--- src/rtl/prle_pkg.sv ---
// ----------------------------------------------------------------------------
// prle_pkg
// Shared types, codes and constants of the palette RLE sprite line decoder.
// ----------------------------------------------------------------------------
package prle_pkg;

    // Request type codes of the input channel
    localparam logic [1:0] REQ_PAL  = 2'd0;
    localparam logic [1:0] REQ_LINE = 2'd1;
    localparam logic [1:0] REQ_DATA = 2'd2;

    // Configuration register indexes
    localparam logic [2:0] CFG_CROP_WIDTH    = 3'd0;
    localparam logic [2:0] CFG_CANVAS_WIDTH  = 3'd1;
    localparam logic [2:0] CFG_CANVAS_HEIGHT = 3'd2;
    localparam logic [2:0] CFG_LEFT_MARGIN   = 3'd3;
    localparam logic [2:0] CFG_TOP_MARGIN    = 3'd4;

    localparam int DIM_W     = 12;
    localparam int MARGIN_W  = 13;
    localparam int LEN_W     = 9;
    localparam int IDX_W     = 8;
    localparam int RGB_W     = 24;
    localparam int CFG_IDX_W = 3;

    localparam logic [IDX_W-1:0] SEG_LITERAL = 8'hFF;
    localparam logic [7:0]       ALPHA_OPAQUE = 8'd255;

    // Parser phase
    typedef enum logic [1:0] {
        PH_IDLE = 2'd0,
        PH_SEG  = 2'd1,
        PH_LEN  = 2'd2,
        PH_LIT  = 2'd3
    } phase_t;

    // Configuration set
    typedef struct packed {
        logic [DIM_W-1:0]           crop_width;
        logic [DIM_W-1:0]           canvas_width;
        logic [DIM_W-1:0]           canvas_height;
        logic signed [MARGIN_W-1:0] left_margin;
        logic signed [MARGIN_W-1:0] top_margin;
    } cfg_t;

    // One decoded run before clipping and color lookup
    typedef struct packed {
        logic [DIM_W-1:0] row;
        logic [DIM_W-1:0] col;
        logic [LEN_W-1:0] len;
        logic [IDX_W-1:0] idx;
        logic             line_end;
    } run_t;

    // Palette memory read request
    typedef struct packed {
        logic             en;
        logic [IDX_W-1:0] addr;
    } pal_rd_t;

    // Alpha of the reserved transparent and shadow indices
    function automatic logic [7:0] low_alpha(input logic [2:0] idx);
        logic [7:0] a;
        begin
            case (idx)
                3'd0, 3'd1:       a = 8'd0;
                3'd2:             a = 8'd64;
                3'd3, 3'd4, 3'd5: a = 8'd128;
                3'd6:             a = 8'd160;
                default:          a = 8'd192;
            endcase
            return a;
        end
    endfunction

endpackage

--- src/rtl/prle_run_emit.sv ---
// ----------------------------------------------------------------------------
// prle_run_emit
// Clips a run to the canvas, resolves its color and holds it in the output
// register until the receiver takes it.
// ----------------------------------------------------------------------------
module prle_run_emit (
    input  logic                       aclk,
    input  logic                       aresetn,
    input  prle_pkg::cfg_t             cfg,
    input  logic                       run_valid,
    input  prle_pkg::run_t             run,
    input  logic [prle_pkg::RGB_W-1:0] pal_rgb,
    output logic                       run_take,
    input  logic                       m_ready,
    output logic                       m_valid,
    output logic [prle_pkg::DIM_W-1:0] m_dest_x,
    output logic [prle_pkg::DIM_W-1:0] m_dest_y,
    output logic [prle_pkg::LEN_W-1:0] m_run_length,
    output logic [7:0]                 m_red,
    output logic [7:0]                 m_green,
    output logic [7:0]                 m_blue,
    output logic [7:0]                 m_alpha,
    output logic                       m_line_end
);
    import prle_pkg::*;

    logic                  m_valid_reg, m_valid_next;
    logic [DIM_W-1:0]      dest_x_reg, dest_y_reg;
    logic [LEN_W-1:0]      len_reg;
    logic [7:0]            red_reg, green_reg, blue_reg, alpha_reg;
    logic                  line_end_reg;

    logic signed [DIM_W+1:0] dy;
    logic signed [DIM_W+1:0] x0;
    logic signed [DIM_W+2:0] x1, lo, hi, cw_s, span;
    logic                    vis_y;
    logic                    vis;
    logic [DIM_W-1:0]        vx, vy;
    logic [LEN_W-1:0]        vlen;
    logic                    low_idx;
    logic [7:0]              r, g, b, a;

    assign run_take = run_valid && (!m_valid_reg || m_ready);

    // Clip the run to the canvas
    always_comb begin
        dy    = {cfg.top_margin[MARGIN_W-1], cfg.top_margin} + $signed({2'b00, run.row});
        x0    = {cfg.left_margin[MARGIN_W-1], cfg.left_margin} + $signed({2'b00, run.col});
        x1    = {x0[DIM_W+1], x0} + $signed({{(DIM_W+3-LEN_W){1'b0}}, run.len});
        cw_s  = $signed({3'b000, cfg.canvas_width});
        lo    = x0[DIM_W+1] ? '0 : {1'b0, x0};
        hi    = (x1 > cw_s) ? cw_s : x1;
        span  = hi - lo;
        vis_y = !dy[DIM_W+1] && (dy[DIM_W:0] < {1'b0, cfg.canvas_height});
        vis   = vis_y && (hi > lo);
        vx    = vis ? lo[DIM_W-1:0] : '0;
        vy    = vis ? dy[DIM_W-1:0] : '0;
        vlen  = vis ? span[LEN_W-1:0] : '0;
    end

    // Resolve the run color
    always_comb begin
        low_idx = (run.idx[IDX_W-1:3] == '0);
        if (low_idx) begin
            r = '0;
            g = '0;
            b = '0;
            a = low_alpha(run.idx[2:0]);
        end else begin
            r = pal_rgb[23:16];
            g = pal_rgb[15:8];
            b = pal_rgb[7:0];
            a = ALPHA_OPAQUE;
        end
    end

    // Output register occupancy
    always_comb begin
        m_valid_next = m_valid_reg;
        if (run_take) begin
            m_valid_next = 1'b1;
        end else if (m_ready) begin
            m_valid_next = 1'b0;
        end
    end

    always_ff @(posedge aclk) begin
        if (!aresetn) begin
            m_valid_reg <= 1'b0;
        end else begin
            m_valid_reg <= m_valid_next;
        end
    end

    // Load the result on transfer from the stage register
    always_ff @(posedge aclk) begin
        if (run_take) begin
            dest_x_reg   <= vx;
            dest_y_reg   <= vy;
            len_reg      <= vlen;
            red_reg      <= r;
            green_reg    <= g;
            blue_reg     <= b;
            alpha_reg    <= a;
            line_end_reg <= run.line_end;
        end
    end

    assign m_valid      = m_valid_reg;
    assign m_dest_x     = dest_x_reg;
    assign m_dest_y     = dest_y_reg;
    assign m_run_length = len_reg;
    assign m_red        = red_reg;
    assign m_green      = green_reg;
    assign m_blue       = blue_reg;
    assign m_alpha      = alpha_reg;
    assign m_line_end   = line_end_reg;

endmodule

--- config.mk ---
export PLATFORM = sky130hd
export DESIGN_NAME = prle_run_emit
export DESIGN_NICKNAME = d
export VERILOG_FILES = /design/src/rtl/prle_pkg.sv /design/src/rtl/prle_run_emit.sv
export SDC_FILE = /design/constraint.sdc
export NUM_CORES = 1
export LEC_CHECK = 0
export BUFFER_PORTS_ARGS = -buffer_cell sky130_fd_sc_hd__buf_2
export CAP_MARGIN = 20
export CELL_PAD_IN_SITES_DETAIL_PLACEMENT = 0
export CELL_PAD_IN_SITES_GLOBAL_PLACEMENT = 1
export CORE_UTILIZATION = 37
export DETAILED_ROUTE_END_ITERATION = 8
export PLACE_DENSITY = 0.89
export SLEW_MARGIN = 10
export SYNTH_ARGS = -nofsm -noshare
export SYNTH_HDL_FRONTEND = slang
export SYNTH_SLANG_ARGS = --single-unit
--- constraint.sdc ---
create_clock -name aclk -period 7.17 [get_ports aclk]
set_input_delay 0 -clock aclk [delete_from_list [all_inputs] [get_ports aclk]]
set_output_delay 0 -clock aclk [all_outputs]
set_load 0.02 [all_outputs]
==> impl_metrics.env <==
export IMPL_ys_seq_area_share_pct=36.67
export IMPL_dpl_instance_area_mm2=0.006275
export IMPL_grt_pass1_vias=4542
export IMPL_setup_slack_ns=0.6176
export IMPL_synth_top_family_by_area="adder cells"
export IMPL_synth_ff_type="edfxtp_1"
export IMPL_muxShareOfSynthArea_pct=3.389
export IMPL_slew_viol_final=0
export IMPL_grt_ovfl_total=0
export IMPL_min_path_type="input port to flop"
export IMPL_max_stage_delay_ns=0.43
export IMPL_worstPathMaxFanout=21
export IMPL_synth_fa_ha_area_share_pct=18.63
export IMPL_final_util_pct=51.24
export IMPL_period_needed_ns=6.552
export IMPL_postRouteAntennaNets=0
export IMPL_min_period_over_period_pct=91.39
export IMPL_cp_required_ns=7.23
export IMPL_hold_violations=0
export IMPL_startpoint_type="input port"
export IMPL_yosysWarnings=0
export IMPL_num_rows=42
export IMPL_power_density_mw_per_mm2=254.7
export IMPL_crit_type="input port to flop"
export IMPL_root_buffer="clkbuf_16"
export IMPL_synth_compound_area_share_pct=13.97
export IMPL_drt_iter0_drc=191
export IMPL_cts_resized=0
export IMPL_grt_pass1_wl_um=20820
export IMPL_synth_xor_area_share_pct=6.291
export IMPL_grt_setup_unrepaired="no"
export IMPL_worst_pin_slew_ns=0.7535
export IMPL_htreeDepth=3
export IMPL_intPower_uw=1160
export IMPL_max_cap_violations=0
export IMPL_nets=925
export IMPL_p_seq_share_pct=26.1
export IMPL_cts_tree="done"
export IMPL_yosys_area_share_simple_pct=16.87
export IMPL_die_area_mm2=0.01434
export IMPL_avgSynthCellArea_um2=10.24
export IMPL_avgRoutedWirePerCell_um=14.07
export IMPL_switchingPower_uw=589.0
export IMPL_clk_latency_ns=0.32
export IMPL_dp_cells=858
export IMPL_syn_area_mm2=0.005131
export IMPL_place_ws_ns=0.2880
export IMPL_power_leakage_uw=0.003268
export IMPL_end_kind="flop"
export IMPL_die_y_um=119.8
export IMPL_drt_total_wl_um=12650
export IMPL_outcome="finished, final reports clean"
export IMPL_avgViaCountPerCell=4.953
export IMPL_antenna_cells=0
export IMPL_pwr_share_comb_pct=47.1
export IMPL_p_sw_share_pct=33.68
export IMPL_slowest_stage="fa_1"
export IMPL_synth_seq_cells=63
export IMPL_antenna_found_initial=0
export IMPL_ir_drop_v=0.0001149
export IMPL_area_growth_pct=33.82
export IMPL_synthCells=501
export IMPL_cts_buffers=9
export IMPL_ys_async_sr_fraction_pct=0
export IMPL_ioPinCount=200
export IMPL_crit_arrival_ns=6.61
export IMPL_drive_gt1_share_pct=31.81
export IMPL_slew_headroom_pct=49.76
export IMPL_p_clk_share_pct=26.9
export IMPL_report_final_setup_viol=0
export IMPL_routed_via_count=4453
export IMPL_start_util_pct=38.29
export IMPL_synth_edf_count=62
export IMPL_coreArea_mm2=0.01340
export IMPL_nFillCells=1223
export IMPL_io_buffers=187
export IMPL_ctsLongestPathBuffers=2
export IMPL_final_common_cell="buf_2"
export IMPL_final_cell_mix="187 x buf_2, 70 x ha_1, 62 x edfxtp_1"
export IMPL_grt_usage_pct=18.28
export IMPL_max_freq_mhz=152.6
export IMPL_finalClockSkew_ns=0.003619
export IMPL_grt_max_degree=64
export IMPL_hpwlAfterDp_um=10380
export IMPL_fin_cells=899
export IMPL_final_area_mm2=0.006867
export IMPL_tns_ns=0
export IMPL_synth_nets=707
export IMPL_place_gp_congestion=0.8488
export IMPL_path_clk_slew_ns=0.05
export IMPL_drtPass1Iterations=4
export IMPL_die_w_um=119.8
export IMPL_drc_errors=0
export IMPL_cts_sinks=63
export IMPL_synth_cell_types=55
## what timing repair did
item                                   4_1_cts  5_1_grt
buffers inserted                             0        0
hold buffers                                25        0
endpoints found under the hold margin       24        0
## kinds of logic after synthesis
| kind of cell | after synthesis |
|---|---|
| xor gates and xnor gates | 36 |
| AOI/OAI and AO/OA | 107 |
| muxes | 13 |
| and+or+nand+nor | 158 |
| adders and majority gates | 74 |
| buffers and inverters | 50 |
| DFF | 63 |
## power by group through the flow
stage	registers [uW]	clock network [uW]	logic, uW
3_5_place_dp	463	0	810
2_1_floorplan	507	0	566
3_3_place_gp	463	0	787
4_1_cts	456	484	825
6_report	456	470	823
5_1_grt	458	498	920
## path summary, 6_finish.rpt
kind              startpoint               to  cells past startpoint  slack, ns
setup reg to reg     m_valid      m_dest_x[7]                      3       5.61
hold reg to reg      m_valid          m_valid                      3       1.24
hold / removal        run[1]       m_alpha[7]                      3       0.02
setup / recovery     cfg[13]  m_run_length[7]                     35       0.62
## per-layer routing
layer  track usage, %  vias to the layer above  part of all wire, %
li1                 -                     2266                    -
met1            21.88                     2023                   44
met2            32.59                      156                   49
met3            4.325                        8                  6.4
met4            4.844                        0                 0.70
met5                0                        -                    0
## synthesized netlist by cell type (all sizes together) (3+ instances only)
| cell | instances | area, um^2 |
|---|---|---|
| a31o | 4 | 35.03 |
| xor2 | 9 | 78.83 |
| nor3b | 12 | 90.09 |
| nor2b | 36 | 232.7 |
| a31oi | 4 | 25.02 |
| nand4 | 6 | 37.54 |
| o211ai | 3 | 22.52 |
| clkbuf | 8 | 30.03 |
| or4 | 3 | 22.52 |
| o2111a | 3 | 33.78 |
| nor2 | 26 | 97.59 |
| a21o | 20 | 150.1 |
| o21ai | 21 | 105.1 |
| buf | 5 | 45.04 |
| nand2b | 10 | 62.56 |
| fa | 4 | 80.08 |
| nor3 | 12 | 60.06 |
| a21oi | 30 | 153.9 |
| ha | 70 | 875.8 |
| inv | 37 | 138.9 |
| nand2 | 30 | 112.6 |
| and3 | 4 | 25.02 |
| edfxtp | 62 | 1862 |
| nand3 | 6 | 30.03 |
| xnor2 | 27 | 244.0 |
| mux2 | 11 | 153.9 |
| o21a | 7 | 52.55 |
## stage by stage
step	hold slack, ns	total power (uW)
6_report	0.01519	1749
5_1_grt	0.02193	1877
4_1_cts	0.002439	1765
3_5_place_dp	0.2062	1273
3_3_place_gp	0.2116	1250
2_1_floorplan	0.09887	1074
## area by class of cell
| cell class | instances | area, um^2 | area share [%] |
|---|---|---|---|
| Multi-Input combinational cell | 388 | 3045 | 44.35 |
| Sequential cell | 63 | 1882 | 27.41 |
| Timing Repair Buffer | 220 | 1254 | 18.26 |
| Clock buffer | 10 | 229.0 | 3.335 |
| Tap cell | 176 | 220.2 | 3.207 |
| Inverter | 37 | 138.9 | 2.023 |
| Clock inverter | 5 | 97.59 | 1.421 |
## worst max-delay path, delay by kind of cell
family | cells | cell delay [ns]
muxes | 1 | 0.30
buffers and inverters | 4 | 0.61
adders and majority gates | 5 | 1.53
xor gates and xnor gates | 2 | 0.31
AOI/OAI and AO/OA | 14 | 2.64
and+or+nand+nor | 9 | 1.21
(Power assumes the default switching activity.)
