<file path="config.mk">
export PLATFORM = sky130hd
export DESIGN_NAME = prle_line_parser
export DESIGN_NICKNAME = d
export VERILOG_FILES = /design/src/rtl/prle_pkg.sv /design/src/rtl/prle_line_parser.sv
export SDC_FILE = /design/constraint.sdc
export NUM_CORES = 1
export LEC_CHECK = 0
export BUFFER_PORTS_ARGS = -buffer_cell sky130_fd_sc_hd__buf_2
export CORE_UTILIZATION = 50
export DETAILED_ROUTE_END_ITERATION = 7
export PLACE_DENSITY = 0.76
export SLEW_MARGIN = 20
export SYNTH_ARGS = -nofsm -noshare
export SYNTH_HDL_FRONTEND = slang
export SYNTH_SLANG_ARGS = --single-unit
</file>
<file path="constraint.sdc">
create_clock -name aclk -period 8.32 [get_ports aclk]
set_clock_uncertainty 0.15 [all_clocks]
set_input_delay 1.664 -clock aclk [delete_from_list [all_inputs] [get_ports aclk]]
set_output_delay 1.664 -clock aclk [all_outputs]
set_load 0.01 [all_outputs]
</file>
<file path="src/rtl/prle_pkg.sv">
// ----------------------------------------------------------------------------
// prle_pkg
// Shared types, codes and constants of the palette RLE sprite line decoder.
// ----------------------------------------------------------------------------
package prle_pkg;

    // Request type codes of the input channel
    localparam logic [1:0] REQ_PAL  = 2'd0;
    localparam logic [1:0] REQ_LINE = 2'd1;
    localparam logic [1:0] REQ_DATA = 2'd2;

    // Configuration register indexes
    localparam logic [2:0] CFG_CROP_WIDTH    = 3'd0;
    localparam logic [2:0] CFG_CANVAS_WIDTH  = 3'd1;
    localparam logic [2:0] CFG_CANVAS_HEIGHT = 3'd2;
    localparam logic [2:0] CFG_LEFT_MARGIN   = 3'd3;
    localparam logic [2:0] CFG_TOP_MARGIN    = 3'd4;

    localparam int DIM_W     = 12;
    localparam int MARGIN_W  = 13;
    localparam int LEN_W     = 9;
    localparam int IDX_W     = 8;
    localparam int RGB_W     = 24;
    localparam int CFG_IDX_W = 3;

    localparam logic [IDX_W-1:0] SEG_LITERAL = 8'hFF;
    localparam logic [7:0]       ALPHA_OPAQUE = 8'd255;

    // Parser phase
    typedef enum logic [1:0] {
        PH_IDLE = 2'd0,
        PH_SEG  = 2'd1,
        PH_LEN  = 2'd2,
        PH_LIT  = 2'd3
    } phase_t;

    // Configuration set
    typedef struct packed {
        logic [DIM_W-1:0]           crop_width;
        logic [DIM_W-1:0]           canvas_width;
        logic [DIM_W-1:0]           canvas_height;
        logic signed [MARGIN_W-1:0] left_margin;
        logic signed [MARGIN_W-1:0] top_margin;
    } cfg_t;

    // One decoded run before clipping and color lookup
    typedef struct packed {
        logic [DIM_W-1:0] row;
        logic [DIM_W-1:0] col;
        logic [LEN_W-1:0] len;
        logic [IDX_W-1:0] idx;
        logic             line_end;
    } run_t;

    // Palette memory read request
    typedef struct packed {
        logic             en;
        logic [IDX_W-1:0] addr;
    } pal_rd_t;

    // Alpha of the reserved transparent and shadow indices
    function automatic logic [7:0] low_alpha(input logic [2:0] idx);
        logic [7:0] a;
        begin
            case (idx)
                3'd0, 3'd1:       a = 8'd0;
                3'd2:             a = 8'd64;
                3'd3, 3'd4, 3'd5: a = 8'd128;
                3'd6:             a = 8'd160;
                default:          a = 8'd192;
            endcase
            return a;
        end
    endfunction

endpackage

</file>
<file path="src/rtl/prle_line_parser.sv">
// ----------------------------------------------------------------------------
// prle_line_parser
// Line state machine: parses segment, length and literal bytes into runs and
// holds each run in a stage register while its palette entry is read.
// ----------------------------------------------------------------------------
module prle_line_parser (
    input  logic                       aclk,
    input  logic                       aresetn,
    input  logic                       accept,
    input  logic [1:0]                 req_type,
    input  logic [prle_pkg::DIM_W-1:0] line_row,
    input  logic [prle_pkg::IDX_W-1:0] data_byte,
    input  logic [prle_pkg::DIM_W-1:0] crop_width,
    input  logic                       run_take,
    output logic                       run_valid,
    output prle_pkg::run_t             run,
    output prle_pkg::pal_rd_t          pal_rd
);
    import prle_pkg::*;

    phase_t           phase_reg, phase_next;
    logic [DIM_W-1:0] col_reg, col_next;
    logic [DIM_W-1:0] row_reg, row_next;
    logic [IDX_W-1:0] seg_reg, seg_next;
    logic [LEN_W-1:0] lit_reg, lit_next;
    logic             run_valid_reg, run_valid_next;
    run_t             run_reg, run_next;

    logic             emit;
    logic [DIM_W-1:0] room;
    logic [LEN_W-1:0] len;
    logic [LEN_W-1:0] fill_n;
    logic [DIM_W:0]   fill_sum;
    logic             fill_end;
    logic [DIM_W:0]   lit_sum;
    logic             lit_end;

    // Fill run length cut at the crop width
    always_comb begin
        room     = (crop_width > col_reg) ? (crop_width - col_reg) : '0;
        len      = {1'b0, data_byte} + LEN_W'(1);
        fill_n   = ({{(DIM_W-LEN_W){1'b0}}, len} < room) ? len : room[LEN_W-1:0];
        fill_sum = {1'b0, col_reg} + {{(DIM_W+1-LEN_W){1'b0}}, fill_n};
        fill_end = fill_sum >= {1'b0, crop_width};
        lit_sum  = {1'b0, col_reg} + (DIM_W+1)'(1);
        lit_end  = lit_sum >= {1'b0, crop_width};
    end

    // Next parse state and run
    always_comb begin
        phase_next  = phase_reg;
        col_next    = col_reg;
        row_next    = row_reg;
        seg_next    = seg_reg;
        lit_next    = lit_reg;
        emit        = 1'b0;
        run_next    = run_reg;
        pal_rd.en   = 1'b0;
        pal_rd.addr = data_byte;

        if (accept) begin
            unique case (req_type)
                REQ_LINE: begin
                    row_next   = line_row;
                    col_next   = '0;
                    seg_next   = '0;
                    lit_next   = '0;
                    phase_next = (crop_width == '0) ? PH_IDLE : PH_SEG;
                end
                REQ_DATA: begin
                    unique case (phase_reg)
                        PH_SEG: begin
                            seg_next   = data_byte;
                            phase_next = PH_LEN;
                        end
                        PH_LEN: begin
                            if (seg_reg == SEG_LITERAL) begin
                                lit_next   = len;
                                phase_next = PH_LIT;
                            end else begin
                                emit              = 1'b1;
                                pal_rd.en         = 1'b1;
                                pal_rd.addr       = seg_reg;
                                run_next.row      = row_reg;
                                run_next.col      = col_reg;
                                run_next.len      = fill_n;
                                run_next.idx      = seg_reg;
                                run_next.line_end = fill_end;
                                col_next          = fill_sum[DIM_W-1:0];
                                phase_next        = fill_end ? PH_IDLE : PH_SEG;
                            end
                        end
                        PH_LIT: begin
                            emit              = 1'b1;
                            pal_rd.en         = 1'b1;
                            run_next.row      = row_reg;
                            run_next.col      = col_reg;
                            run_next.len      = LEN_W'(1);
                            run_next.idx      = data_byte;
                            run_next.line_end = lit_end;
                            col_next          = lit_sum[DIM_W-1:0];
                            if (lit_reg != '0) begin
                                lit_next = lit_reg - LEN_W'(1);
                            end
                            if (lit_end) begin
                                phase_next = PH_IDLE;
                            end else if (lit_next == '0) begin
                                phase_next = PH_SEG;
                            end
                        end
                        default: begin
                        end
                    endcase
                end
                default: begin
                end
            endcase
        end
    end

    // Stage register occupancy
    always_comb begin
        run_valid_next = run_valid_reg;
        if (accept) begin
            run_valid_next = emit;
        end else if (run_take) begin
            run_valid_next = 1'b0;
        end
    end

    // Control state
    always_ff @(posedge aclk) begin
        if (!aresetn) begin
            phase_reg     <= PH_IDLE;
            col_reg       <= '0;
            row_reg       <= '0;
            seg_reg       <= '0;
            lit_reg       <= '0;
            run_valid_reg <= 1'b0;
        end else begin
            phase_reg     <= phase_next;
            col_reg       <= col_next;
            row_reg       <= row_next;
            seg_reg       <= seg_next;
            lit_reg       <= lit_next;
            run_valid_reg <= run_valid_next;
        end
    end

    // Run payload
    always_ff @(posedge aclk) begin
        run_reg <= run_next;
    end

    assign run_valid = run_valid_reg;
    assign run       = run_reg;

endmodule

</file>
==> results of run 1 <==
[power groups by stage]
stage	Combinational, uW	Clock, uW	Sequential (uW)
5_1_grt	195	406	450
3_3_place_gp	166	0	459
2_1_floorplan	120	0	459
6_report	176	380	450
3_5_place_dp	171	0	459
4_1_cts	172	386	450
[cells in the mapped netlist (3+ instances only)]
library cell	n
nand2_1	96
ha_1	58
inv_1	47
dfxtp_1	44
nor2_1	43
edfxtp_1	42
a21oi_1	36
o21ai_0	33
nand3_1	24
xnor2_1	24
clkbuf_1	22
a21boi_0	18
nor2b_1	18
nor3_1	17
a22oi_1	13
a21o_1	12
nand2b_1	12
o21a_1	12
and2_1	11
nand4_1	10
mux2_2	8
xor2_1	8
mux2i_1	7
o211ai_1	7
or3_1	6
and3_1	5
nor4_1	5
o22ai_1	5
a211oi_1	4
a31oi_1	4
a211oi_2	3
o31ai_1	3
[final timing paths]
check,end,depth (start not counted),startpoint,slack (ns)
worst min-delay path,run[41]$_DFFE_PP_,0,row_reg[11]$_SDFFE_PN0P_,0.28
worst max-delay path,phase_reg[0]$_SDFFE_PN0P_,31,crop_width[0],0.44
worst max register to register,phase_reg[0]$_SDFFE_PN0P_,30,col_reg[0]$_SDFFE_PN0P_,1.47
worst min register to register,run[41]$_DFFE_PP_,0,row_reg[11]$_SDFFE_PN0P_,0.28
[metal layers]
layer  GRT usage, %  up-vias
met3           4.07       30
li1               -     2692
met2           41.4      206
met5              0        -
met4           9.24        0
met1           34.7     2568
[through the flow]
stage          hold slack (ns)  utilization, %  power [uW]  setup TNS (ns)  cells
3_5_place_dp             0.269            56.0         630        -0.00840    919
4_1_cts                  0.277            58.3        1010               0    935
6_report                 0.276            58.6        1010               0    935
2_1_floorplan            0.256               -         578               0    703
5_1_grt                  0.289            58.6        1050               0    935
3_3_place_gp             0.262            56.0         625               0    919
[cells in the final DEF, fill, tap and decap left out, drive strengths merged, types with 8 or more instances in the layout]
master	netlist	final
nand3	24	24
xor2	8	8
edfxtp	42	42
dfxtp	44	44
nand2b	12	12
clkbuf	22	10
a21oi	36	36
mux2	8	8
a21o	12	12
nand2	96	96
a22oi	13	13
buf	3	95
nor2	43	43
ha	58	58
nor2b	19	19
o21a	12	12
o21ai	34	34
nor3	17	17
xnor2	24	24
nand4	10	10
inv	47	49
a21boi	18	18
and2	12	12
[worst reg2reg max path, delay by kind of cell (launching register included)]
| kind | cells | cell delay (ns) |
|---|---|---|
| AO/OA/AOI/OAI | 15 | 2.81 |
| adder cells (fa/ha/maj) | 6 | 1.84 |
| AND/OR/NAND/NOR | 7 | 1.40 |
| flip-flops | 1 | 0.30 |
| buffers and inverters | 1 | 0.17 |
| XOR/XNOR | 1 | 0.14 |
[logic make-up after synthesis]
kind of cell | after synthesis | share of synthesized area, %
adder cells (fa/ha/maj) | 60 | 12.5
multiplexers | 15 | 2.61
XOR/XNOR | 32 | 4.57
AO/OA/AOI/OAI | 174 | 19.6
AND/OR/NAND/NOR | 263 | 20.9
flip-flops | 86 | 34.9
buffers and inverters | 73 | 4.86
[what timing repair did]
| item | 4_1_cts | 5_1_grt |
|---|---|---|
| buffers inserted | 0 | 0 |
| endpoints found under the setup margin | 0 | 2 |
| gates resized for setup | 0 | 7 |
[layout make-up]
class | count | area [um2] | area share, %
multi-input combinational | 544 | 3730 | 53.3
sequential | 86 | 2140 | 30.6
timing repair buffer | 95 | 490 | 7.00
clock buffer | 10 | 239 | 3.41
tap | 147 | 184 | 2.63
inverter | 47 | 176 | 2.52
clock inverter | 6 | 42.5 | 0.607
==> metrics list, run 1 <==
* Run status: complete, no violations
* GRT overflow: 0
* Post-place instance area: 6690 um2
- The average instance in the mapped netlist occupies 8.72 um2.
* Detailed-route DRC error count: 0
- Static timing analysis puts the maximum clock frequency at 0.127 GHz.
- With fillers left out, the area of the finished cells amounts to around 7000 um2.
- Cell-internal power: roughly 730 uW
- Placer congestion estimate: between 0.9 and 1
* P_sw: ~280 uW
- The floorplan step defined a core boundary enclosing between 10,000 and 15,000 um2.
- Number of vias per cell after detailed routing: 5.88
- Sequential share of power: between 40% and 50%
- Post-detailed-route wirelength per cell: around 17 um
* Wire length of the first global-routing pass: approximately 26,000 um
- Detailed Route Iter0 Violations: between 400 and 500
* Power density over the cells: roughly 140 nW/um2
- Counting the fill cells in the layout gives about 1,100.
* Proportion of synthesized chip area in sequential cells: between 30% and 40%
- The largest single stage delay on the critical path is between 0.5 and 0.6 ns.
- The highest metal layer carrying signal wires in the routed design is met4.
- Initial antenna violation count: 0
- Library cell used as clock root buffer: clkbuf_16
- The later pin in the worst-skew pair is clocked with a latency of ~0.34 ns.
- Once the floorplan was initialized, standard cells occupied about half of the core.
* Global-route usage over all layers: 25.6%
* Net count of the mapped netlist: between 800 and 900
* Critical path fanouts, max: 6
* Maximum clock path buffer count: 2
- Cell family with the largest share of critical-path delay: compound AO/OA/AOI/OAI gates
* Antenna diodes: 0
- First drt pass iteration count: 5
- Number of buffers created by CTS: 9
- The floorplan has 40 rows.
- Die boundary width: about 110 um
* Number of sinks on the clock net: 86
- The worst setup path is of the in2reg kind.
* Fin crit period: 7.88 ns
- The worst setup path is launched from an input pin.
- Yosys top cell area share: between 20 and 25%
- Dividing the final minimum period by the clock period gives 94.7%.
- Clk slew on worst S/H paths: 0.06 ns
- The number of hold buffers added after CTS was 0.
* Maxcap violations: 0
- Largest net degree at the start of global routing: 47
* Area Growth Syn to Fin: 14.3%
- Final Hold Violating Endpoints: 0
- The final count of pins violating max slew is 0.
- The via count of the first global-routing pass is 4,986.
- Across all layers, the routed design uses roughly 5,500 vias.
- TritonCTS built the clock tree.
- The slowest stage of the critical path belongs to the cell or4_1.
- Synth warn: 0
- The cell area that synthesis handed to floorplanning was 6130 um2.
- Routed wl met3: about 980 um
- Met1 WL: about 7000 um
- Yosys attributes the largest share of cell area to edfxtp_1 (21%), dfxtp_1 (14%), ha_1 (12%).
- The final layout contains routed wiring with a total length of between 15,000 and 20,000 um.
* Number of input and output port buffers inserted: around 90
* Fin worst setup slack: 0.442 ns
- Share of flip-flops with an asynchronous set or reset: 0%
- Net switching is between 20 and 30% of the power.
- In this run the remaining antenna-violating nets after routing total 0.
- The die covers roughly 13,000 um2.
- Counting both buffers and inverters, the worst setup path holds a total of 2.
- Flip-flop count of the largest register after layout: 42
- Leakage component of the power: roughly 0.0029 uW
* Minimum setup slack after placement: -0.00840 ns
* Comb power frac: between 10% and 20%
* Post-synthesis cell type with the largest combined area: edfxtp_1
- RSZ-0062 raised after global routing: false
* Flops & latches, synth: 86
* Worst slew margin relative to its limit: roughly a third
- Of the total power, the clock network draws 37.8%.
- Maximum ir drop on the vdd rail: ~0.084 mV
* Number of distinct library cells after synthesis: ~70
- For the pin with the worst max-slew slack, the measured transition is ~1.0 ns.
* Worst Setup End Kind: flop
* Worst Path Arrival: 8.00 ns
- Finish-stage setup viols: 0
* Number of synthesized flops with an enable pin: 42
- CTS H-Tree Depth: 3
- Detailed placement finished with a half-perimeter wire length of between 10,000 and 15,000 um.
* # IOs: 90
* Commonest register cell after synthesis: dfxtp_1
- Die height: roughly 110 um
- Share of cells above drive strength 1: approximately 18%
- Synthesis handed over a netlist of around 700 instances.
* Required time at the worst-slack endpoint: 8.45 ns
- In the detailed route, the total length drawn on met2 is 7440 um.
- Number of nets in the final layout: around 900
* Type of the most critical hold path: reg2reg
(Power assumes the default switching activity.)
==> inputs of run 2 (changes only) <==
==> constraint.sdc (replaced) <==
create_clock -name aclk -period 8.32 [get_ports aclk]
set_clock_uncertainty 0.15 [all_clocks]
set_input_delay 1.248 -clock aclk [delete_from_list [all_inputs] [get_ports aclk]]
set_output_delay 1.248 -clock aclk [all_outputs]
set_load 0.01 [all_outputs]
==> run 2 against run 1 <==
Net effect:
- wire length grew 1.2%
- setup slack improved by 0.073 ns
- first-iteration DRC count increased by 11%
- utilization down 0.31 points
- sequential share of layout area rose by 0.16 points
- combinational power about the same
- via count grew 0.27%
- register-to-register slack lost 0.39 ns
- worst hold slack about the same
- sequential cell count unchanged
- sequential power barely moved
- count of clock-buffer cells in the layout is 1 lower
- largest cell class unchanged
- largest power group unchanged
- highest routed layer unchanged
==> metrics list, run 2 (same netlist as run 1, synthesis figures left out) <==
- The global-route usage over all layers was 25.4% (was 25.6%).
- The number of setup buffers added after CTS was 0 (unchanged).
* Number of buffers created by CTS: 9 (unchanged)
- Fin worst setup slack: 0.515 ns (was 0.442 ns)
* Die boundary width: 113 um (unchanged)
- Run status: complete, no violations (unchanged).
- Detailed Route Iter0 Violations: 457 (was 411)
- Post-detailed-route count of antenna-violating nets: 0 (unchanged)
- The number of buffers added to fix hold violations after cts is 0 (unchanged).
- Full die area: 12,700 um2 (unchanged)
* Number of sinks on the clock net: 86 (unchanged)
- Maximum clock path buffer count: 2 (unchanged)
* CTS H-Tree Depth: 3 (unchanged)
* Maxcap violations: 0 (unchanged)
- The root buffer cell was clkbuf_16 (unchanged).
- Total Power Consumption: 1010 uW (about the same)
* Post-detailed-route wirelength per cell: 17.2 um (was 17.0 um)
* Num rows: 40 (unchanged)
- First drt pass iteration count: 5 (unchanged)
* Critical path fanouts, max: 7 (was 6)
* Number of input and output port buffers inserted: 89 (unchanged)
* Maximum ir drop on the vdd rail: 0.0845 mV (was 0.0841 mV)
* Minimum setup slack after placement: 0.294 ns (was -0.00840 ns)
- The kind of end point of the critical path was a flop (unchanged).
- Slowest-stage cell, CP: or4_1 (unchanged)
* RSZ-0062 raised after global routing: false (unchanged)
- Initial standard-cell utilization of the core: 51.2% (unchanged)
* Accumulated negative setup slack: 0 ns (unchanged)
- Leakage component of the power: 0.00293 uW (was 0.00295 uW)
* Period utilization: 93.8% (was 94.7%)
* Final Instance Count excl. Fillers: 933 (was 935)
- Wire length of the first global-routing pass: 25,300 um (was 25,700 um)
* CP max stage delay: 0.50 ns (was 0.52 ns)
- The routed via count divided by cell count was 5.91 (was 5.88).
* Finish-stage setup viols: 0 (unchanged)
- Most common cell after layout, fill and taps aside: nand2_1 (unchanged)
- Clk Latency, worst-skew pair: 0.34 ns (about the same)
- Type of the most critical hold path: reg2reg (unchanged)
* Clk slew on worst S/H paths: 0.07 ns (was 0.06 ns)
- Commonest cells after routing, fill and taps aside: nand2_1 (96), buf_2 (89), ha_1 (58) (unchanged)
* Maximum operating frequency: 0.128 GHz (was 0.127 GHz)
- The TritonCTS clock tree is done (unchanged).
* Share of cells above drive strength 1: 16.8% (was 17.8%)
- Final HPWL DP: 12,300 um (about the same)
- The count of boundary I/O pins came to 90 (unchanged).
- Dpl cells: 917 (was 919)
- The type of element launching the critical path is an input pin (unchanged).
- Antenna diodes: 0 (unchanged)
* Count of pins over their slew limit: 0 (unchanged)
- The required arrival time at the worst endpoint is 8.45 ns (about the same).
- CP Class: in2reg (unchanged)
- Via Count: 5,511 (was 5,496)
- The relative max-transition margin was 32.5% (was 31.6%).
- The power density normalized to cell area was 145 nW/um2 (was 144 nW/um2).
- The post-cts resize count was 0 (unchanged).
- The number of flip-flops in the largest register is 42 (unchanged).
- Cell repeated most along the worst path: a21oi_1
* Worst Path Arrival: 7.94 ns (was 8.00 ns)
- The shortest clock period the worst path allows after layout is 7.81 ns (was 7.88 ns).
* Slew of the pin with the lowest slew margin: 1.01 ns (was 1.02 ns)
* Detailed-route DRC error count: 0 (unchanged)
* Die height: 113 um (unchanged)
- The residual overflow from global routing is 0 (unchanged).
- Final routed wirelength across all metal layers: 16,000 um (was 15,900 um)
* Final hold slack: 0.276 ns (about the same)
- Final Hold Violating Endpoints: 0 (unchanged)
- Largest net degree at the start of global routing: 47 (unchanged)
- The number of antenna violations at the first check in global routing is 0 (unchanged).
- Number of nets in the final layout: 879 (was 881)
* Area Growth Syn to Fin: 13.7% (was 14.3%)
- The weighted congestion at the end of routability-driven global placement is 0.965 (was 0.973).
- Via count of the first global-routing pass: 5,036 (was 4,986)
- The floorplan core area was 12,000 um2 (unchanged).
[run 2: final timing paths]
| kind | start | endpoint | slack (ns) | cells past startpoint |
|---|---|---|---|---|
| worst min-delay path | row_reg[7]$_SDFFE_PN0P_ | run[37]$_DFFE_PP_ | 0.28 | 0 |
| worst max-delay path | crop_width[0] | phase_reg[0]$_SDFFE_PN0P_ | 0.51 | 31 |
| worst max register to register | col_reg[0]$_SDFFE_PN0P_ | phase_reg[0]$_SDFFE_PN0P_ | 1.08 | 29 |
| worst min register to register | row_reg[7]$_SDFFE_PN0P_ | run[37]$_DFFE_PP_ | 0.28 | 0 |
[run 2: area by class of cell]
class                      instances  area, um2
tap                              147        184
inverter                          47        176
sequential                        86       2140
clock buffer                       9        225
multi-input combinational        544       3710
timing repair buffer              93        475
clock inverter                     7       57.6
fill                            1038       4990
[run 2: metrics by stage]
step           util [%]  instance area (um2)
2_1_floorplan         -                 6130
3_3_place_gp       55.8                 6680
3_5_place_dp       55.8                 6680
4_1_cts            58.2                 6960
5_1_grt            58.2                 6970
6_report           58.2                 6970
[run 2: report_power, final]
| part | internal [uW] | switching [uW] | total, uW |
|---|---|---|---|
| Combinational | 71.2 | 102 | 174 |
| Clock | 206 | 182 | 389 |
| Sequential | 447 | 3.52 | 450 |
| Total | 724 | 288 | 1010 |
[run 2: routing by layer]
metal / routed length, um / vias to the layer above / global-route usage, %
li1: - / 2693 / -
met4: 390 / 0 / 9.78
met3: 1020 / 35 / 3.27
met1: 7110 / 2572 / 33.5
met2: 7520 / 211 / 42.4
met5: 0 / - / 0
[run 2: critical path: cells and delay by family]
family	cells	cell delay, ns
compound gates	15	2.94
xor+xnor	1	0.11
fa+ha+maj	5	1.67
buf+inv	3	0.37
simple gates	7	1.59
==> inputs of run 3 (changes only) <==
==> constraint.sdc (replaced) <==
create_clock -name aclk -period 8.3 [get_ports aclk]
set_clock_uncertainty 0.15 [all_clocks]
set_input_delay 1.245 -clock aclk [delete_from_list [all_inputs] [get_ports aclk]]
set_output_delay 1.245 -clock aclk [all_outputs]
set_load 0.01 [all_outputs]
==> run 3 against run 2 <==
Net effect:
- setup slack improved by 0.074 ns
- sequential share of layout area fell by 0.15 points
- design area is 0.48% higher
- via count is 0.20% higher
- non-clock buffer count rose by 1
- register-to-register slack improved by 0.11 ns
- count of clock-buffer cells in the layout unchanged
- sequential power barely moved
- critical endpoint unchanged
- combinational power about the same
- clock power increased by 6.2%
- die area did not move
- critical path type unchanged
==> metrics list, run 3 (same netlist as run 1, synthesis figures left out) <==
- The count of endpoints failing hold in the final timing report came to 0 (unchanged).
- The fraction of power consumed by combinational cells came to 16.8% (was 17.1%).
* Number of buffers created by CTS: 9 (unchanged)
- The worst stage delay on the critical path came to 0.51 ns (was 0.50 ns).
* GRT overflow: 0 (unchanged)
- The final layout net count is 880 (was 879).
* P_sw: 282 uW (was 288 uW)
- The synthesis-to-layout area growth came to 14.2% (was 13.7%).
- The register-to-register path setup slack is 1.19 ns (was 1.08 ns).
* Largest net degree at the start of global routing: 47 (unchanged)
- The number of cell rows is 40 (unchanged).
* Cell repeated most along the worst path: a21oi_1 (unchanged)
* Library cell used as clock root buffer: clkbuf_16 (unchanged)
- Type of the most critical hold path: reg2reg (unchanged)
- The placed wire-length estimate after detailed placement was 12,400 um (was 12,300 um).
- Accumulated negative setup slack: 0 ns (unchanged)
* Initial standard-cell utilization of the core: 51.2% (unchanged)
- Core ar.: 12,000 um2 (unchanged)
- Initial antenna violation count: 0 (unchanged)
- The global-route usage over all layers is 25.9% (was 25.4%).
- The final design instance area without fill came to 7000 um2 (was 6970 um2).
- The internal power consumption came to 756 uW (was 724 uW).
- The critical path class is in2reg (unchanged).
* Required time at the worst-slack endpoint: 8.43 ns (was 8.45 ns)
* Leakage component of the power: 0.00295 uW (was 0.00293 uW)
- Detailed Route Iter0 Violations: 452 (was 457)
- The routed via count divided by cell count came to 5.91 (about the same).
- Share of cells above drive strength 1: 17.2% (was 16.8%)
- Post-detailed-route count of antenna-violating nets: 0 (unchanged)
- The number of flip-flops in the largest register came to 42 (unchanged).
* Clock tree from TritonCTS: done (unchanged)
* Critical path fanouts, max: 7 (unchanged)
- Maximum clock path buffer count: 2 (unchanged)
- The kind of end point of the critical path is a flop (unchanged).
- The standard cell with the maximum stage delay on the critical path is or4_1 (unchanged).
* Die height: 113 um (unchanged)
* Final hold slack: 0.277 ns (was 0.276 ns)
* Final routed wirelength across all metal layers: 16,100 um (was 16,000 um)
- Antenna diodes: 0 (unchanged)
* Post-detailed-route wirelength per cell: 17.3 um (was 17.2 um)
- The fraction of power spent switching nets was 27.2% (was 28.5%).
- The relative max-transition margin was 32.2% (was 32.5%).
* Cts-stage hold buffer count: 0 (unchanged)
- Full die area: 12,700 um2 (unchanged)
* Fin crit period: between 7 and 8 ns
- The first-pass detailed-route iteration total was 5 (unchanged).
- The part of the power in registers was 43.4% (was 44.5%).
* RSZ-0062 raised after global routing: false (unchanged)
- Clk Latency, worst-skew pair: 0.34 ns (about the same)
* Maxcap violations: 0 (unchanged)
- Clk slew on worst S/H paths: 0.07 ns (about the same)
- The cell area after placement is 6690 um2 (was 6680 um2).
- Via count of the first global-routing pass: 5,152 (was 5,036)
- The final count of pins violating max slew was 0 (unchanged).
- The die width was 113 um (unchanged).
* Number of sinks on the clock net: 86 (unchanged)
- The type of element launching the critical path is an input pin (unchanged).
- The count of placed standard cells including taps came to 918 (was 917).
- Fin worst setup slack: 0.588 ns (was 0.515 ns)
- The weighted congestion at the end of routability-driven global placement is 0.960 (was 0.965).
- The final cell count without fillers came to 934 (was 933).
- Maximum operating frequency: approximately 0.13 GHz
- The worst setup timing slack at the placement stage is 0.217 ns (was 0.294 ns).
- Run status: complete, no violations (unchanged).
* Slew of the pin with the lowest slew margin: 1.01 ns (about the same)
* Finish-stage setup viols: 0 (unchanged)
- Wire length of the first global-routing pass: 25,800 um (was 25,300 um)
- Commonest cells after routing, fill and taps aside: nand2_1 (96), buf_2 (89), ha_1 (58) (unchanged)
* Period utilization: between 90 and 100%
- Number of fill cells in the layout: 1,059 (was 1,038)
- The count of boundary I/O pins was 90 (unchanged).
* Most common cell after layout, fill and taps aside: nand2_1 (unchanged)
* CTS H-Tree Depth: 3 (unchanged)
- Maximum ir drop on the vdd rail: 0.0832 mV (was 0.0845 mV)
* Clock network fraction of design power: 39.8% (was 38.4%)
- Detailed-route DRC error count: 0 (unchanged)
- Via Count: 5,522 (was 5,511)
* Number of input and output port buffers inserted: 89 (unchanged)
- Power density over the cells: 148 nW/um2 (was 145 nW/um2)
* Buffers inserted by post-CTS timing repair: 0 (unchanged)
* Worst Path Arrival: 7.84 ns (was 7.94 ns)
## run 3: worst max-delay path, delay by kind of cell
family | cells | cell delay (ns)
compound gates | 15 | 2.95
xor+xnor | 1 | 0.11
fa+ha+maj | 5 | 1.67
buf+inv | 3 | 0.37
simple gates | 7 | 1.50
## run 3: per-stage QoR
step	util [%]	power, uW
floorplan	-	580
global placement	55.9	627
detailed placement	55.9	630
CTS	58.5	1040
global route	58.5	1080
finish	58.5	1040
## run 3: worst paths after layout
check / start / endpoint / depth (start not counted)
worst min-delay path: row_reg[2]$_SDFFE_PN0P_ / run[32]$_DFFE_PP_ / 0
worst max register to register: col_reg[0]$_SDFFE_PN0P_ / phase_reg[0]$_SDFFE_PN0P_ / 30
worst max-delay path: crop_width[0] / phase_reg[0]$_SDFFE_PN0P_ / 31
worst min register to register: row_reg[2]$_SDFFE_PN0P_ / run[32]$_DFFE_PP_ / 0
## run 3: power by group through the flow
stage	Combinational (uW)	Sequential (uW)	Clock, uW
2_1_floorplan	120	460	0
3_3_place_gp	166	460	0
3_5_place_dp	170	461	0
4_1_cts	172	451	418
5_1_grt	194	451	431
6_report	174	451	413
## run 3: area by class of cell
| class | count | area, um2 | area share, % |
|---|---|---|---|
| multi-input cells | 544 | 3710 | 53.0 |
| clock buffers | 9 | 225 | 3.22 |
| inverters | 47 | 176 | 2.52 |
| clock inverters | 7 | 81.3 | 1.16 |
| repair buffers | 94 | 483 | 6.90 |
| flip-flops and latches | 86 | 2140 | 30.6 |
| well taps | 147 | 184 | 2.63 |
## run 3: what timing repair did
| action | in CTS | in global routing |
|---|---|---|
| endpoints found under the setup margin | 0 | 1 |
| endpoints found under the hold margin | 0 | 0 |
| resized for setup | 0 | 1 |
## run 3: per-layer routing
metal | routed length [um] | GRT usage, % | vias up
met3 | 1030 | 3.48 | 31
met1 | 7050 | 33.8 | 2577
met2 | 7600 | 43.5 | 226
met4 | 466 | 10.8 | 0
li1 | - | - | 2688
met5 | 0 | 0 | -
